--- src/hw/rtl/ltmc_pkg.sv ---
// ltmc_pkg: shared types, register map and constants of the line tracker mode controller
// no dependencies
`default_nettype none

package ltmc_pkg;

  localparam int NUM_SENSORS  = 7;
  localparam int ADC_BITS_DEF = 10;

  // register indexes on the configuration port
  localparam logic [2:0] REG_LOST_THR   = 3'd0;
  localparam logic [2:0] REG_INTER_THR  = 3'd1;
  localparam logic [2:0] REG_REGAIN_THR = 3'd2;
  localparam logic [2:0] REG_LOST_NEED  = 3'd3;
  localparam logic [2:0] REG_REGAIN_NEED = 3'd4;
  localparam logic [2:0] REG_MAX_WALL   = 3'd5;
  localparam logic [2:0] REG_TGT_WALL   = 3'd6;
  localparam logic [2:0] REG_CIRCLE_MIN = 3'd7;

  // tracking modes
  localparam logic [1:0] MODE_NORMAL = 2'd0;
  localparam logic [1:0] MODE_CIRCLE = 2'd1;
  localparam logic [1:0] MODE_WALL   = 2'd2;

  // drive actions
  localparam logic [2:0] ACT_CAL        = 3'd0;
  localparam logic [2:0] ACT_STEER      = 3'd1;
  localparam logic [2:0] ACT_HOLD       = 3'd2;
  localparam logic [2:0] ACT_CIRCLE_IN  = 3'd3;
  localparam logic [2:0] ACT_CIRCLE_OUT = 3'd4;
  localparam logic [2:0] ACT_WALL       = 3'd5;

  localparam logic [6:0] SCALE_FULL = 7'd100;
  localparam logic [9:0] POS_LIMIT  = 10'd700;
  localparam logic [7:0] COUNT_SAT  = 8'd255;

  typedef struct packed {
    logic [9:0]  lost_thr;
    logic [6:0]  inter_thr;
    logic [8:0]  regain_thr;
    logic [7:0]  lost_need;
    logic [7:0]  regain_need;
    logic [15:0] max_wall;
    logic [15:0] tgt_wall;
    logic [15:0] circle_min;
  } ltmc_cfg_t;

  // sensor weights, scaled by ten, leftmost first
  function automatic logic signed [7:0] sensor_weight(input logic [2:0] idx);
    logic signed [7:0] w;
    case (idx)
      3'd0: w = 8'sd36;
      3'd1: w = 8'sd20;
      3'd2: w = 8'sd10;
      3'd4: w = -8'sd10;
      3'd5: w = -8'sd20;
      3'd6: w = -8'sd36;
      default: w = 8'sd0;
    endcase
    return w;
  endfunction

endpackage

`default_nettype wire

--- src/hw/rtl/ltmc_if.sv ---
// ltmc_if: valid/ready channel interfaces for sensor frames and tracker results
// depends on ltmc_pkg
`default_nettype none

interface ltmc_in_if #(parameter int ADC_BITS = ltmc_pkg::ADC_BITS_DEF);
  logic                valid;
  logic                ready;
  logic                operation;
  logic [ADC_BITS-1:0] sample_0;
  logic [ADC_BITS-1:0] sample_1;
  logic [ADC_BITS-1:0] sample_2;
  logic [ADC_BITS-1:0] sample_3;
  logic [ADC_BITS-1:0] sample_4;
  logic [ADC_BITS-1:0] sample_5;
  logic [ADC_BITS-1:0] sample_6;
  logic [15:0]         wall_distance;
  logic [31:0]         now_ms;

  modport source (output valid, operation, sample_0, sample_1, sample_2, sample_3,
                  sample_4, sample_5, sample_6, wall_distance, now_ms, input ready);
  modport sink (input valid, operation, sample_0, sample_1, sample_2, sample_3,
                sample_4, sample_5, sample_6, wall_distance, now_ms, output ready);
endinterface

interface ltmc_out_if;
  logic               valid;
  logic               ready;
  logic signed [10:0] position;
  logic [1:0]         mode;
  logic [2:0]         drive_action;
  logic signed [16:0] wall_error;

  modport source (output valid, position, mode, drive_action, wall_error, input ready);
  modport sink (input valid, position, mode, drive_action, wall_error, output ready);
endinterface

`default_nettype wire

--- src/hw/rtl/ltmc_regs.sv ---
// ltmc_regs: apb-style configuration registers of the tracker
// depends on ltmc_pkg
`default_nettype none

module ltmc_regs (
  input  wire logic               clk,
  input  wire logic               rst_n,
  input  wire logic               psel,
  input  wire logic               penable,
  input  wire logic               pwrite,
  input  wire logic [4:0]         paddr,
  input  wire logic [31:0]        pwdata,
  output logic      [31:0]        prdata,
  output ltmc_pkg::ltmc_cfg_t     cfg
);
  import ltmc_pkg::*;

  ltmc_cfg_t cfg_r;
  logic      wr_en;

  assign wr_en = psel && penable && pwrite;
  assign cfg   = cfg_r;

  always_ff @(posedge clk) begin
    if (!rst_n) begin
      cfg_r.lost_thr    <= 10'd50;
      cfg_r.inter_thr   <= 7'd60;
      cfg_r.regain_thr  <= 9'd150;
      cfg_r.lost_need   <= 8'd5;
      cfg_r.regain_need <= 8'd3;
      cfg_r.max_wall    <= 16'd400;
      cfg_r.tgt_wall    <= 16'd100;
      cfg_r.circle_min  <= 16'd1000;
    end else if (wr_en) begin
      case (paddr[4:2])
        REG_LOST_THR:    cfg_r.lost_thr    <= pwdata[9:0];
        REG_INTER_THR:   cfg_r.inter_thr   <= pwdata[6:0];
        REG_REGAIN_THR:  cfg_r.regain_thr  <= pwdata[8:0];
        REG_LOST_NEED:   cfg_r.lost_need   <= pwdata[7:0];
        REG_REGAIN_NEED: cfg_r.regain_need <= pwdata[7:0];
        REG_MAX_WALL:    cfg_r.max_wall    <= pwdata[15:0];
        REG_TGT_WALL:    cfg_r.tgt_wall    <= pwdata[15:0];
        REG_CIRCLE_MIN:  cfg_r.circle_min  <= pwdata[15:0];
        default: ;
      endcase
    end
  end

  always_comb begin
    case (paddr[4:2])
      REG_LOST_THR:    prdata = {22'd0, cfg_r.lost_thr};
      REG_INTER_THR:   prdata = {25'd0, cfg_r.inter_thr};
      REG_REGAIN_THR:  prdata = {23'd0, cfg_r.regain_thr};
      REG_LOST_NEED:   prdata = {24'd0, cfg_r.lost_need};
      REG_REGAIN_NEED: prdata = {24'd0, cfg_r.regain_need};
      REG_MAX_WALL:    prdata = {16'd0, cfg_r.max_wall};
      REG_TGT_WALL:    prdata = {16'd0, cfg_r.tgt_wall};
      REG_CIRCLE_MIN:  prdata = {16'd0, cfg_r.circle_min};
      default:         prdata = 32'd0;
    endcase
  end

endmodule

`default_nettype wire

--- src/hw/rtl/ltmc_divider.sv ---
// ltmc_divider: shared restoring divider, one quotient bit per cycle
// depends on nothing but its parameters
`default_nettype none

module ltmc_divider #(
  parameter int NW = 17,
  parameter int DW = 10
) (
  input  wire logic          clk,
  input  wire logic          rst_n,
  input  wire logic          start,
  input  wire logic [NW-1:0] num,
  input  wire logic [DW-1:0] den,
  output logic               done,
  output logic [NW-1:0]      quot
);
  localparam int CW = $clog2(NW + 1);

  logic [NW-1:0] quo_r;
  logic [DW-1:0] rem_r;
  logic [DW-1:0] den_r;
  logic [CW-1:0] cnt_r;
  logic          busy_r;
  logic          done_r;
  logic [DW:0]   trial;
  logic          fits;

  assign trial = {rem_r, quo_r[NW-1]};
  assign fits  = trial >= {1'b0, den_r};
  assign done  = done_r;
  assign quot  = quo_r;

  always_ff @(posedge clk) begin
    if (!rst_n) begin
      busy_r <= 1'b0;
      done_r <= 1'b0;
      cnt_r  <= '0;
    end else begin
      done_r <= 1'b0;
      if (start) begin
        busy_r <= 1'b1;
        cnt_r  <= CW'(NW);
      end else if (busy_r) begin
        cnt_r <= cnt_r - 1'b1;
        if (cnt_r == CW'(1)) begin
          busy_r <= 1'b0;
          done_r <= 1'b1;
        end
      end
    end
  end

  always_ff @(posedge clk) begin
    if (start) begin
      quo_r <= num;
      rem_r <= '0;
      den_r <= den;
    end else if (busy_r) begin
      if (fits) begin
        rem_r <= DW'(trial - {1'b0, den_r});
        quo_r <= {quo_r[NW-2:0], 1'b1};
      end else begin
        rem_r <= trial[DW-1:0];
        quo_r <= {quo_r[NW-2:0], 1'b0};
      end
    end
  end

endmodule

`default_nettype wire

--- src/hw/rtl/line_tracker_mode_controller.sv ---
// line_tracker_mode_controller: top level, sequencer around one shared divider
// depends on ltmc_pkg, ltmc_if, ltmc_regs, ltmc_divider
//
//   port     | dir    | what moves
//   in_ch    | sink   | sensor frame: operation, seven samples, wall distance, time
//   out_ch   | source | result: position, mode, drive action, wall error
//   cfg_*    | slave  | apb-style register writes and reads, no wait states
//
// a calibration frame goes from idle to the emit state, then into the output register once it is free
// a tracking frame takes 8 divisions of NW quotient bits each (NW = max(ADC_BITS+7, 17)),
// all run in turn on the one bit-serial divider
// in_ch.ready is high only while the sequencer is idle; a finished result waits in
// the output register while the next frame is taken
// reset is synchronous, active low; calibration spans reset to full-scale min, zero max
`default_nettype none

module line_tracker_mode_controller #(
  parameter int ADC_BITS = ltmc_pkg::ADC_BITS_DEF
) (
  input  wire logic        clk,
  input  wire logic        rst_n,
  ltmc_in_if.sink          in_ch,
  ltmc_out_if.source       out_ch,
  input  wire logic        cfg_psel,
  input  wire logic        cfg_penable,
  input  wire logic        cfg_pwrite,
  input  wire logic [4:0]  cfg_paddr,
  input  wire logic [31:0] cfg_pwdata,
  output logic      [31:0] cfg_prdata,
  output logic             cfg_pready
);
  import ltmc_pkg::*;

  localparam int NW = (ADC_BITS + 7 > 17) ? ADC_BITS + 7 : 17;
  localparam int DW = (ADC_BITS > 10) ? ADC_BITS : 10;

  localparam logic [2:0] ST_IDLE   = 3'd0;
  localparam logic [2:0] ST_SC_GO  = 3'd1;
  localparam logic [2:0] ST_SC_WT  = 3'd2;
  localparam logic [2:0] ST_PS_GO  = 3'd3;
  localparam logic [2:0] ST_PS_WT  = 3'd4;
  localparam logic [2:0] ST_DECIDE = 3'd5;
  localparam logic [2:0] ST_EMIT   = 3'd6;

  ltmc_cfg_t cfg;

  ltmc_regs u_regs (
    .clk     (clk),
    .rst_n   (rst_n),
    .psel    (cfg_psel),
    .penable (cfg_penable),
    .pwrite  (cfg_pwrite),
    .paddr   (cfg_paddr),
    .pwdata  (cfg_pwdata),
    .prdata  (cfg_prdata),
    .cfg     (cfg)
  );
  assign cfg_pready = 1'b1;

  logic [2:0]          state_r;
  logic [2:0]          k_r;
  logic [ADC_BITS-1:0] raw_r     [NUM_SENSORS];
  logic [ADC_BITS-1:0] cal_min_r [NUM_SENSORS];
  logic [ADC_BITS-1:0] cal_max_r [NUM_SENSORS];
  logic [ADC_BITS-1:0] in_raw    [NUM_SENSORS];
  logic [15:0]         dist_r;
  logic [31:0]         now_r;
  logic                scale_ok_r;
  logic [9:0]          total_r;
  logic signed [15:0]  wsum_r;
  logic [8:0]          csum_r;

  logic signed [10:0]  last_pos_r, last_pos_nxt;
  logic [1:0]          mode_r, mode_nxt;
  logic [7:0]          lost_r, lost_nxt;
  logic [7:0]          regain_r, regain_nxt;
  logic [31:0]         cstart_r, cstart_nxt;

  logic signed [10:0]  res_pos_r, res_pos_nxt;
  logic [2:0]          res_act_r, res_act_nxt;
  logic signed [16:0]  res_werr_r, res_werr_nxt;
  logic signed [10:0]  steer_pos_r;

  logic                out_valid_r;
  logic signed [10:0]  out_pos_r;
  logic [1:0]          out_mode_r;
  logic [2:0]          out_act_r;
  logic signed [16:0]  out_werr_r;

  logic                accept;
  logic                div_start;
  logic [NW-1:0]       div_num;
  logic [DW-1:0]       div_den;
  logic                div_done;
  logic [NW-1:0]       div_quot;

  assign in_raw[0] = in_ch.sample_0;
  assign in_raw[1] = in_ch.sample_1;
  assign in_raw[2] = in_ch.sample_2;
  assign in_raw[3] = in_ch.sample_3;
  assign in_raw[4] = in_ch.sample_4;
  assign in_raw[5] = in_ch.sample_5;
  assign in_raw[6] = in_ch.sample_6;

  assign in_ch.ready = (state_r == ST_IDLE);
  assign accept      = in_ch.valid && in_ch.ready;

  // operand selection for the shared divider
  logic [ADC_BITS-1:0] cur_raw, cur_lo, cur_hi;
  logic [ADC_BITS-1:0] raw_off, span;
  logic [15:0]         wsum_abs;
  logic                scale_ok;

  assign cur_raw  = raw_r[k_r];
  assign cur_lo   = cal_min_r[k_r];
  assign cur_hi   = cal_max_r[k_r];
  assign raw_off  = cur_raw - cur_lo;
  assign span     = cur_hi - cur_lo;
  assign scale_ok = (cur_hi > cur_lo) && (cur_raw > cur_lo);
  assign wsum_abs = wsum_r[15] ? 16'(-wsum_r) : 16'(wsum_r);

  always_comb begin
    if (state_r == ST_PS_GO) begin
      div_num = NW'(wsum_abs) * NW'(10);
      div_den = DW'(total_r);
    end else begin
      div_num = NW'(raw_off) * NW'(SCALE_FULL);
      div_den = DW'(span);
    end
  end
  assign div_start = (state_r == ST_SC_GO) || (state_r == ST_PS_GO);

  ltmc_divider #(.NW(NW), .DW(DW)) u_div (
    .clk   (clk),
    .rst_n (rst_n),
    .start (div_start),
    .num   (div_num),
    .den   (div_den),
    .done  (div_done),
    .quot  (div_quot)
  );

  // scaled sample from the divider, clamped to full scale
  logic [6:0]         s_val;
  logic signed [7:0]  s_w;
  logic signed [15:0] s_prod;

  always_comb begin
    if (!scale_ok_r)
      s_val = 7'd0;
    else if (div_quot > NW'(SCALE_FULL))
      s_val = SCALE_FULL;
    else
      s_val = div_quot[6:0];
  end
  assign s_w    = sensor_weight(k_r);
  assign s_prod = $signed({9'd0, s_val}) * $signed({{8{s_w[7]}}, s_w});

  // signed, clamped position from the final (position) division
  logic [9:0]         pos_mag;
  logic signed [10:0] pos_div;

  assign pos_mag = (div_quot > NW'(POS_LIMIT)) ? POS_LIMIT : div_quot[9:0];
  assign pos_div = wsum_r[15] ? -$signed({1'b0, pos_mag}) : $signed({1'b0, pos_mag});

  // mode decision
  logic [7:0]  lost_inc, regain_inc;
  logic [8:0]  inter_lim;
  logic        inter, lost, regain_hit;
  logic [31:0] in_circle;
  logic [15:0] dist_sat;

  assign lost_inc   = (lost_r == COUNT_SAT) ? COUNT_SAT : lost_r + 8'd1;
  assign regain_inc = (regain_r == COUNT_SAT) ? COUNT_SAT : regain_r + 8'd1;
  // csum/3 > thr is csum > 3*thr+2
  assign inter_lim  = {1'b0, cfg.inter_thr, 1'b0} + {2'b0, cfg.inter_thr} + 9'd2;
  assign inter      = csum_r > inter_lim;
  assign lost       = total_r < cfg.lost_thr;
  assign regain_hit = csum_r > cfg.regain_thr;
  assign in_circle  = now_r - cstart_r;
  assign dist_sat   = (dist_r > cfg.max_wall) ? cfg.max_wall : dist_r;

  always_comb begin
    last_pos_nxt = last_pos_r;
    mode_nxt     = mode_r;
    lost_nxt     = lost_r;
    regain_nxt   = regain_r;
    cstart_nxt   = cstart_r;
    res_pos_nxt  = 11'sd0;
    res_act_nxt  = ACT_STEER;
    res_werr_nxt = 17'sd0;
    if (mode_r != MODE_WALL && lost) begin
      lost_nxt    = lost_inc;
      res_pos_nxt = last_pos_r;
      res_act_nxt = ACT_HOLD;
      if (lost_inc >= cfg.lost_need && dist_r < cfg.max_wall) begin
        mode_nxt = MODE_WALL;
        lost_nxt = 8'd0;
      end
    end else begin
      if (mode_r != MODE_WALL)
        lost_nxt = 8'd0;
      if (mode_r == MODE_NORMAL && inter) begin
        mode_nxt    = MODE_CIRCLE;
        cstart_nxt  = now_r;
        res_act_nxt = ACT_CIRCLE_IN;
      end else if (mode_r == MODE_CIRCLE && inter &&
                   in_circle >= {16'd0, cfg.circle_min}) begin
        mode_nxt    = MODE_NORMAL;
        res_act_nxt = ACT_CIRCLE_OUT;
      end else if (mode_r == MODE_WALL) begin
        if (regain_hit && regain_inc >= cfg.regain_need) begin
          mode_nxt   = MODE_NORMAL;
          regain_nxt = 8'd0;
        end else begin
          regain_nxt   = regain_hit ? regain_inc : 8'd0;
          res_act_nxt  = ACT_WALL;
          res_werr_nxt = $signed({1'b0, dist_sat}) - $signed({1'b0, cfg.tgt_wall});
        end
      end else begin
        // plain steering; an empty frame keeps the last position
        res_pos_nxt  = (total_r != 10'd0) ? steer_pos_r : last_pos_r;
        last_pos_nxt = res_pos_nxt;
      end
    end
  end

  // sequencer
  always_ff @(posedge clk) begin
    if (!rst_n) begin
      state_r <= ST_IDLE;
      k_r     <= 3'd0;
    end else begin
      case (state_r)
        ST_IDLE: begin
          if (accept) begin
            k_r     <= 3'd0;
            state_r <= in_ch.operation ? ST_SC_GO : ST_EMIT;
          end
        end
        ST_SC_GO: state_r <= ST_SC_WT;
        ST_SC_WT: begin
          if (div_done) begin
            if (k_r == 3'(NUM_SENSORS - 1)) begin
              state_r <= ST_PS_GO;
            end else begin
              k_r     <= k_r + 3'd1;
              state_r <= ST_SC_GO;
            end
          end
        end
        ST_PS_GO: state_r <= ST_PS_WT;
        ST_PS_WT: if (div_done) state_r <= ST_DECIDE;
        ST_DECIDE: state_r <= ST_EMIT;
        ST_EMIT: if (!out_valid_r || out_ch.ready) state_r <= ST_IDLE;
        default: state_r <= ST_IDLE;
      endcase
    end
  end

  // frame capture and accumulation
  always_ff @(posedge clk) begin
    if (accept) begin
      for (int i = 0; i < NUM_SENSORS; i++)
        raw_r[i] <= in_raw[i];
      dist_r <= in_ch.wall_distance;
      now_r  <= in_ch.now_ms;
    end
    if (accept) begin
      total_r <= 10'd0;
      wsum_r  <= 16'sd0;
      csum_r  <= 9'd0;
    end else if (state_r == ST_SC_WT && div_done) begin
      total_r <= total_r + 10'(s_val);
      wsum_r  <= wsum_r + s_prod;
      if (k_r == 3'd2 || k_r == 3'd3 || k_r == 3'd4)
        csum_r <= csum_r + 9'(s_val);
    end
    if (state_r == ST_SC_GO)
      scale_ok_r <= scale_ok;
    if (state_r == ST_PS_WT && div_done)
      steer_pos_r <= pos_div;
    if (state_r == ST_IDLE) begin
      res_pos_r  <= 11'sd0;
      res_act_r  <= ACT_CAL;
      res_werr_r <= 17'sd0;
    end else if (state_r == ST_DECIDE) begin
      res_pos_r  <= res_pos_nxt;
      res_act_r  <= res_act_nxt;
      res_werr_r <= res_werr_nxt;
    end
  end

  // calibration spans and tracking state
  always_ff @(posedge clk) begin
    if (!rst_n) begin
      for (int i = 0; i < NUM_SENSORS; i++) begin
        cal_min_r[i] <= '1;
        cal_max_r[i] <= '0;
      end
      last_pos_r <= 11'sd0;
      mode_r     <= MODE_NORMAL;
      lost_r     <= 8'd0;
      regain_r   <= 8'd0;
      cstart_r   <= 32'd0;
    end else begin
      if (accept && !in_ch.operation) begin
        for (int i = 0; i < NUM_SENSORS; i++) begin
          if (in_raw[i] > cal_max_r[i]) cal_max_r[i] <= in_raw[i];
          if (in_raw[i] < cal_min_r[i]) cal_min_r[i] <= in_raw[i];
        end
      end
      if (state_r == ST_DECIDE) begin
        last_pos_r <= last_pos_nxt;
        mode_r     <= mode_nxt;
        lost_r     <= lost_nxt;
        regain_r   <= regain_nxt;
        cstart_r   <= cstart_nxt;
      end
    end
  end

  // output register
  always_ff @(posedge clk) begin
    if (!rst_n) begin
      out_valid_r <= 1'b0;
    end else if (state_r == ST_EMIT && (!out_valid_r || out_ch.ready)) begin
      out_valid_r <= 1'b1;
    end else if (out_ch.ready) begin
      out_valid_r <= 1'b0;
    end
  end

  always_ff @(posedge clk) begin
    if (state_r == ST_EMIT && (!out_valid_r || out_ch.ready)) begin
      out_pos_r  <= res_pos_r;
      out_mode_r <= mode_r;
      out_act_r  <= res_act_r;
      out_werr_r <= res_werr_r;
    end
  end

  assign out_ch.valid        = out_valid_r;
  assign out_ch.position     = out_pos_r;
  assign out_ch.mode         = out_mode_r;
  assign out_ch.drive_action = out_act_r;
  assign out_ch.wall_error   = out_werr_r;

endmodule

`default_nettype wire
--- src/flat_wrapper.sv ---
// flat-port wrapper written by rule: the top's interface ports become plain ports
module line_tracker_mode_controller_flat import ltmc_pkg::*;
#(
  parameter int ADC_BITS = ltmc_pkg::ADC_BITS_DEF
)
  (clk, rst_n, cfg_psel, cfg_penable, cfg_pwrite, cfg_paddr, cfg_pwdata, cfg_prdata, cfg_pready, in_ch_valid, in_ch_operation, in_ch_sample_0, in_ch_sample_1, in_ch_sample_2, in_ch_sample_3, in_ch_sample_4, in_ch_sample_5, in_ch_sample_6, in_ch_wall_distance, in_ch_now_ms, in_ch_ready, out_ch_valid, out_ch_position, out_ch_mode, out_ch_drive_action, out_ch_wall_error, out_ch_ready);
  ltmc_in_if #(.ADC_BITS(ADC_BITS)) in_ch_i ();
  ltmc_out_if out_ch_i ();
  input  wire logic clk;
  input  wire logic rst_n;
  input  wire logic cfg_psel;
  input  wire logic cfg_penable;
  input  wire logic cfg_pwrite;
  input  wire logic [4:0] cfg_paddr;
  input  wire logic [31:0] cfg_pwdata;
  output logic      [31:0] cfg_prdata;
  output logic cfg_pready;
  input wire logic [$bits(in_ch_i.valid)-1:0] in_ch_valid;
  input wire logic [$bits(in_ch_i.operation)-1:0] in_ch_operation;
  input wire logic [$bits(in_ch_i.sample_0)-1:0] in_ch_sample_0;
  input wire logic [$bits(in_ch_i.sample_1)-1:0] in_ch_sample_1;
  input wire logic [$bits(in_ch_i.sample_2)-1:0] in_ch_sample_2;
  input wire logic [$bits(in_ch_i.sample_3)-1:0] in_ch_sample_3;
  input wire logic [$bits(in_ch_i.sample_4)-1:0] in_ch_sample_4;
  input wire logic [$bits(in_ch_i.sample_5)-1:0] in_ch_sample_5;
  input wire logic [$bits(in_ch_i.sample_6)-1:0] in_ch_sample_6;
  input wire logic [$bits(in_ch_i.wall_distance)-1:0] in_ch_wall_distance;
  input wire logic [$bits(in_ch_i.now_ms)-1:0] in_ch_now_ms;
  output wire logic [$bits(in_ch_i.ready)-1:0] in_ch_ready;
  output wire logic [$bits(out_ch_i.valid)-1:0] out_ch_valid;
  output wire logic [$bits(out_ch_i.position)-1:0] out_ch_position;
  output wire logic [$bits(out_ch_i.mode)-1:0] out_ch_mode;
  output wire logic [$bits(out_ch_i.drive_action)-1:0] out_ch_drive_action;
  output wire logic [$bits(out_ch_i.wall_error)-1:0] out_ch_wall_error;
  input wire logic [$bits(out_ch_i.ready)-1:0] out_ch_ready;
  assign in_ch_i.valid = in_ch_valid;
  assign in_ch_i.operation = in_ch_operation;
  assign in_ch_i.sample_0 = in_ch_sample_0;
  assign in_ch_i.sample_1 = in_ch_sample_1;
  assign in_ch_i.sample_2 = in_ch_sample_2;
  assign in_ch_i.sample_3 = in_ch_sample_3;
  assign in_ch_i.sample_4 = in_ch_sample_4;
  assign in_ch_i.sample_5 = in_ch_sample_5;
  assign in_ch_i.sample_6 = in_ch_sample_6;
  assign in_ch_i.wall_distance = in_ch_wall_distance;
  assign in_ch_i.now_ms = in_ch_now_ms;
  assign in_ch_ready = in_ch_i.ready;
  assign out_ch_valid = out_ch_i.valid;
  assign out_ch_position = out_ch_i.position;
  assign out_ch_mode = out_ch_i.mode;
  assign out_ch_drive_action = out_ch_i.drive_action;
  assign out_ch_wall_error = out_ch_i.wall_error;
  assign out_ch_i.ready = out_ch_ready;
  line_tracker_mode_controller #(.ADC_BITS(ADC_BITS)) u_core (.clk(clk), .rst_n(rst_n), .in_ch(in_ch_i), .out_ch(out_ch_i), .cfg_psel(cfg_psel), .cfg_penable(cfg_penable), .cfg_pwrite(cfg_pwrite), .cfg_paddr(cfg_paddr), .cfg_pwdata(cfg_pwdata), .cfg_prdata(cfg_prdata), .cfg_pready(cfg_pready));
endmodule
--- config.mk ---
export PLATFORM = sky130hd
export DESIGN_NAME = line_tracker_mode_controller_flat
export DESIGN_NICKNAME = d
export VERILOG_FILES = /design/src/hw/rtl/ltmc_pkg.sv /design/src/hw/rtl/ltmc_if.sv /design/src/hw/rtl/ltmc_regs.sv /design/src/hw/rtl/ltmc_divider.sv /design/src/hw/rtl/line_tracker_mode_controller.sv /design/src/flat_wrapper.sv
export SDC_FILE = /design/constraint.sdc
export NUM_CORES = 2
export LEC_CHECK = 0
export BUFFER_PORTS_ARGS = -buffer_cell sky130_fd_sc_hd__buf_4
export CAP_MARGIN = 20
export CORE_MARGIN = 8
export CORE_UTILIZATION = 54
export CTS_CLUSTER_DIAMETER = 150
export DETAILED_ROUTE_END_ITERATION = 8
export GPL_TIMING_DRIVEN = 0
export MAX_ROUTING_LAYER = met4
export PLACE_DENSITY = 0.81
export REMOVE_ABC_BUFFERS = 1
export SLEW_MARGIN = 20
export SYNTH_ARGS = -nofsm -noshare
export SYNTH_HDL_FRONTEND = slang
export SYNTH_SLANG_ARGS = --single-unit
export TNS_END_PERCENT = 100
--- constraint.sdc ---
create_clock -name clk -period 18 [get_ports clk]
set_clock_uncertainty 0.15 [all_clocks]
set_input_delay 0.9 -clock clk [delete_from_list [all_inputs] [get_ports clk]]
set_output_delay 0.9 -clock clk [all_outputs]
set_load 0.02 [all_outputs]
=== After elaboration in Yosys (flattened, before gate mapping) ===
Memories as Yosys holds them, arrays and structs flattened. A register that Yosys moved wholly into a read port is not among the register bits.
Cells that the tools add are included.

* Output and inout port bits: 68
* Logic and storage cells: 327
* RAM bits: 210
* Memories: 3
* Input port bits: 163
* Flip-flop bits (word level): 361

{| class="wikitable"
|+ Memories
! memory !! depth !! bits a word !! rd ports !! clocked after memory_dff !! write ports !! line !! RTL
|-
| u_core.cal_max_r || 7 || 10 || 8 || 1 || 7 || line_tracker_mode_controller.sv:64 || <nowiki>logic [ADC_BITS-1:0] cal_max_r [NUM_SENSORS];</nowiki>
|-
| u_core.cal_min_r || 7 || 10 || 8 || 1 || 7 || line_tracker_mode_controller.sv:63 || <nowiki>logic [ADC_BITS-1:0] cal_min_r [NUM_SENSORS];</nowiki>
|-
| u_core.raw_r || 7 || 10 || 1 || 1 || 7 || line_tracker_mode_controller.sv:62 || <nowiki>logic [ADC_BITS-1:0] raw_r [NUM_SENSORS];</nowiki>
|}

* Muxes and demuxes: 140
* Bitwise logic cells: 20
* Reductions and logical operators: 49
* Multiply operators: 3
* Eq/ne operators: 31
* Magnitude comparators: 27
* Add/subtract/negate cells: 16

{| class="wikitable"
|+ Operators with widths
! operator !! count
|-
| $pmux W32 S8 || 1
|-
| $mux W10 || 18
|-
| $mux W17 || 8
|-
| $gt A10 B10 Y1 || 9
|-
| $lt A10 B10 Y1 || 8
|-
| $mux W1 || 66
|-
| $mux W3 || 19
|-
| $mux W8 || 7
|-
| $mux W11 || 5
|-
| $pmux W8 S6 || 1
|-
| $ge A32 B16 Y1 || 1
|-
| $mux W16 || 2
|-
| $sub A32 B32 Y32 || 1
|-
| $eq A3 B3 Y1 const B || 10
|-
| $sub A10 B10 Y10 || 3
|-
| $pmux W3 S7 || 1
|-
| $reduce_and A2 Y1 || 10
|-
| $eq A3 B2 Y1 const B || 6
|-
| $gt A9 B9 Y1 || 2
|-
| $gt A17 B10 Y1 const B || 1
|-
| $gt A17 B7 Y1 const B || 1
|-
| $sub A16 B16 Y17 || 1
|-
| $add A16 B16 Y16 || 1
|-
| $add A8 B1 Y8 const B || 2
|-
| other kinds (41) || 102
|}

=== Logic depth before layout (Yosys ltp) ===
* Word-level depth: 9
* Gate-level depth with buffers: 31
* Mapped depth without buffers: 29

=== Modules after synthesis ===
From an unflattened synthesis, not the netlist that was laid out.

* Cell total of the unflattened synthesis: 3924
* Area, all modules: 37777.5 um2

{| class="wikitable"
|+ Modules (own cells, without submodules)
! module !! area an instance (um2) !! times used !! cells an instance !! seq. area each (um2)
|-
| line_tracker_mode_controller || 31231.2 || 1 || 3208 || 11821.3
|-
| ltmc_regs || 4324.1 || 1 || 526 || 1801.7
|-
| ltmc_divider || 2222.1 || 1 || 190 || 1151.1
|}

=== Least setup slack after synthesis ===
OpenSTA, ideal clock, no wires.

* Path type: reg-to-reg
* Start point: register u_core.u_div.quo_r[14], in the netlist u_core.u_div.quot[14]
* End point: register u_core.wsum_r[15]
* Buffers on the path: 1
* Clock period less this slack: 7.113 ns
* Path slack: 10.887 ns
* Setup time: 0.130 ns
* Data required time: 17.720 ns
* Arrival time: 6.833 ns
* Cell stages (with the launch flop): 29
* Cell sequence: edfxtp_1 -> or4_1 -> nor2_1 -> nor4b_1 -> nand2_1 -> nor3b_1 -> and2_0 -> clkbuf_1 -> inv_1 -> or2_2 -> fa_1 -> fa_1 -> fa_1 -> fa_1 -> inv_1 -> ha_1 -> inv_1 -> fa_1 -> nor2b_1 -> o21ai_0 -> a21boi_0 -> o21ai_0 -> nand2b_1 -> a21oi_1 -> o21bai_1 -> a31oi_1 -> xnor2_1 -> o211ai_1 -> o31ai_1

* Cells in the longest elaborated chain, start to end: 5

{| class="wikitable"
|+ RTL lines
! element !! line !! RTL
|-
| start, declared || ltmc_divider.sv:19 || <nowiki>logic [NW-1:0] quo_r;</nowiki>
|-
| start signal, assigned || ltmc_divider.sv:55 || <nowiki>quo_r <= num;</nowiki>
|-
| start signal, assigned || ltmc_divider.sv:61 || <nowiki>quo_r <= {quo_r[NW-2:0], 1'b1};</nowiki>
|-
| start signal, assigned || ltmc_divider.sv:64 || <nowiki>quo_r <= {quo_r[NW-2:0], 1'b0};</nowiki>
|-
| $gt A17 B7 Y1 || line_tracker_mode_controller.sv:151 || <nowiki>else if (div_quot > NW'(SCALE_FULL))</nowiki>
|-
| $mux W7 || line_tracker_mode_controller.sv:151 ||
|-
| $mux W7 || line_tracker_mode_controller.sv:149 || <nowiki>if (!scale_ok_r)</nowiki>
|-
| $mul A8 B8 Y16 || line_tracker_mode_controller.sv:157 || <nowiki>assign s_prod = $signed({9'd0, s_val}) * $signed({{8{s_w[7]}}, s_w});</nowiki>
|-
| $add A16 B16 Y16 || line_tracker_mode_controller.sv:275 || <nowiki>wsum_r <= wsum_r + s_prod;</nowiki>
|-
| end signal, assigned || line_tracker_mode_controller.sv:275 ||
|-
| end, declared || line_tracker_mode_controller.sv:70 || <nowiki>logic signed [15:0] wsum_r;</nowiki>
|}

No other way between the ends.
A chain may end at the register's enable or synchronous reset.

=== Worst setup path in the final report ===
Same ends and word-level chain as after synthesis.

==> impl_metrics.py <==
metrics = {
    "power_and_ir_drop": {
        "p_leak_nw": 18.0,
        "power_density_mw_per_mm2": 118,
        "ir_drop_mv": 0.136,
    },
    "synthesis": {
        "synth_area_mm2": 0.0376,
        "synth-adder-area-share_pct": 17.0,
        "ys_warn_count": 0,
        "synthMuxAreaShare_pct": 5.15,
        "synthSimpleGateAreaFrac_pct": 14.8,
        "synth_ff_type": "edfxtp_1",
        "ys_types": 87,
        "synth_edf_count": 330,
        "synth_top_family_by_area": "adder cells",
        "ys_ff_latch": 573,
        "synthCells": 3949,
        "synth-xor-area-share_pct": 2.91,
        "seq_area_frac_synth_pct": 39.3,
        "syn_avg_cell_area_um2": 9.51,
        "async_flop_share_pct": 0,
        "synth_compound_area_share_pct": 14.7,
    },
    "clock_network": {
        "post_cts_buffers": 0,
        "clkTransAtPathRegs_ps": 60,
        "root_buffer": "clkbuf_16",
        "cts_tree": "yes",
        "cts.sinks": 573,
        "clk_path_buf_depth": 3,
        "ctsHtreeMaxLevel": 2,
        "postCtsHoldBufs": 0,
        "cts_resized": 0,
        "numCtsBuffers": 60,
        "clk_latency_ps": 670,
    },
    "setup_path": {
        "crit_family": "simple AND/OR/NAND/NOR gates",
        "rr_endpoint": "u_core.wsum_r[15]",
        "startpoint_type": "flop",
        "reg2reg_setup_slack_ps": 9620,
        "timing.critical_path.mode_cell": "fa_1",
        "reg2regPathDepth": 26,
        "crit_buf_inv": 2,
        "slowest_delay_ps": 580,
        "worst_setup_path_end_kind": "flop",
        "crit_slowest_cell": "nor4b_1",
        "crit_fanout": 7,
        "crit_end": "u_core.wsum_r[15]",
        "critPathArrivalTime_ps": 8730,
        "crit_type": "reg2reg",
        "required_ps": 18340,
        "critical_path_depth": 26,
        "r2r_start": "u_core.u_div.quot[14]",
        "crit_start": "u_core.u_div.quot[14]",
    },
    "finish": {
        "syn_to_final_growth_pct": 11.6,
        "n_antenna_cell": 0,
        "n_fill_cell": 5660,
        "post-route-cell-area_mm2": 0.0419,
        "mostFrequentLayoutCell": "nand2_1",
        "final_cell_mix": "nand2_1 (470), ha_1 (427), inv_1 (411)",
        "fin_nets": 4731,
        "drive_gt1_share_pct": 10.8,
        "final_core_util_pct": 61.1,
    },
    "routing": {
        "wl_per_cell_um": 18.9,
        "drc_errors": 0,
        "drt_pre_antenna_iters": 6,
        "drt-initial-drc-count": 2876,
        "vias_per_cell": 5.80,
        "num_vias": 29400,
        "ant_nets": 0,
        "wl_mm": 96.0,
    },
    "hold_path": {
        "whs_path_depth": 1,
        "hp-class": "in2reg",
    },
    "timing": {
        "final-max-slew-violation-count": 0,
        "relSlewSlack_pct": 26.7,
        "worst_pin_slew_ps": 1100,
        "fmax_mhz": 119,
        "tns_ps": 0,
        "period_minus_slack_ps": 8380,
        "hold_viol": 0,
        "fin_ws_ps": 9620,
        "period_share_pct": 46.6,
        "rsz0062_at_grt": "no",
        "finalSetupViolCount": 0,
    },
    "floorplanning": {
        "initial_core_util_pct": 54.7,
        "die_y_um": 280,
        "rows": 96,
        "core-area_mm2": 0.0687,
        "ioPinCount": 231,
        "die-area_mm2": 0.0783,
        "die_w_um": 280,
    },
    "global_route": {
        "antenna_found_initial": 0,
        "grt_pass1_vias": 28600,
        "grt_usage_pct": 24.4,
        "grt_overflow": 0,
        "grt_pass1_wl_mm": 151,
        "grt_max_degree": 107,
    },
    "placed_design": {
        "io_buffers": 195,
        "hpwl_mm": 73.3,
        "post-place-ws_ps": 9710,
        "dpl_cell_area_mm2": 0.0399,
        "gp_congestion": 0.932,
    },
    "run": {
        "cap_viol_max_count": 0,
    },
    "status": {
        "status": "finished clean",
    },
}
[Yosys cell counts, types with 36 or more instances]
| cell type | instances | area, um2 |
|---|---|---|
| o211ai_1 | 40 | 300 |
| a21oi_1 | 292 | 1460 |
| fa_1 | 52 | 1040 |
| clkbuf_1 | 107 | 402 |
| nor2_1 | 246 | 923 |
| o21a_1 | 40 | 300 |
| nor2b_1 | 62 | 388 |
| mux2i_1 | 84 | 841 |
| nand2b_1 | 105 | 657 |
| mux4_2 | 36 | 811 |
| ha_1 | 427 | 5340 |
| dfxtp_1 | 243 | 4860 |
| inv_1 | 413 | 1550 |
| o21ai_0 | 180 | 901 |
| nand2_1 | 470 | 1760 |
| nor3_1 | 49 | 245 |
| xnor2_1 | 84 | 736 |
| a21o_1 | 102 | 766 |
| xor2_1 | 41 | 359 |
| nand4_1 | 37 | 231 |
| and2_1 | 77 | 482 |
| edfxtp_1 | 330 | 9910 |
| nand3_1 | 70 | 350 |
[layer usage]
metal / track usage [%] / routed length, um / part of all wire, % / vias to the layer above
met3: 3.08 / 6770 / 7.1 / 200
met4: 7.95 / 3060 / 3.2 / 0
li1: - / - / - / 14100
met2: 40.8 / 46400 / 48 / 1115
met5: - / 0 / 0 / -
met1: 30.7 / 39800 / 41 / 14000
[metrics by stage]
| stage | hold slack (ps) | total power, mW | std cells |
|---|---|---|---|
| floorplan | 258 | 3.13 | 3808 |
| detailed placement | 267 | 3.69 | 4958 |
| finish | 256 | 4.95 | 5072 |
| global placement | 265 | 3.60 | 4934 |
| global route | 237 | 5.27 | 5072 |
| CTS | 226 | 4.95 | 5072 |
[worst min path at each step]
stage / startpoint / to / slack (ps)
CTS: in_ch_now_ms[1] / u_core.now_r[1] / 230
detailed placement: u_core.res_werr_r[15] / u_core.out_ch.wall_error[15] / 270
finish: in_ch_now_ms[9] / u_core.now_r[9] / 260
global placement: u_core.res_act_r[2] / u_core.out_ch.drive_action[2] / 260
floorplan: u_core.res_act_r[0] / u_core.out_ch.drive_action[0] / 260
global route: in_ch_now_ms[27] / u_core.now_r[27] / 240
[area by class of cell]
| cell class | count | area [um2] | area share, % |
|---|---|---|---|
| Inverter | 415 | 1570 | 3.74 |
| Multi-Input combinational cell | 2820 | 20700 | 49.3 |
| Clock inverter | 36 | 354 | 0.844 |
| Tap cell | 931 | 1160 | 2.78 |
| Clock buffer | 78 | 1640 | 3.91 |
| Timing Repair Buffer | 219 | 1780 | 4.24 |
| Sequential cell | 573 | 14800 | 35.2 |
[kinds of logic (layout without fill, tap and decap cells)]
group                      Yosys count  after routing
and+or+nand+nor                   1190           1190
AOI/OAI and AO/OA                  863            863
DFF                                573            573
buffers and inverters              572            748
adders and majority gates          479            479
muxes                              145            145
xor gates and xnor gates           125            125
other                                2             18
[power breakdown]
group          internal (mW)  switching (mW)  total (mW)
clock network          0.708           0.554        1.26
registers               1.59           0.124        1.72
logic                  0.828            1.15        1.97
[state kept, by name, summed over array words and instances (netlist names), 32 cells and up, named ones only]
signal             cells
u_core.raw_r          70
u_core.cstart_r       32
u_core.cal_max_r      70
u_core.u_regs.cfg     90
u_core.now_r          32
u_core.cal_min_r      70
Power figures use the tool's default switching activity.
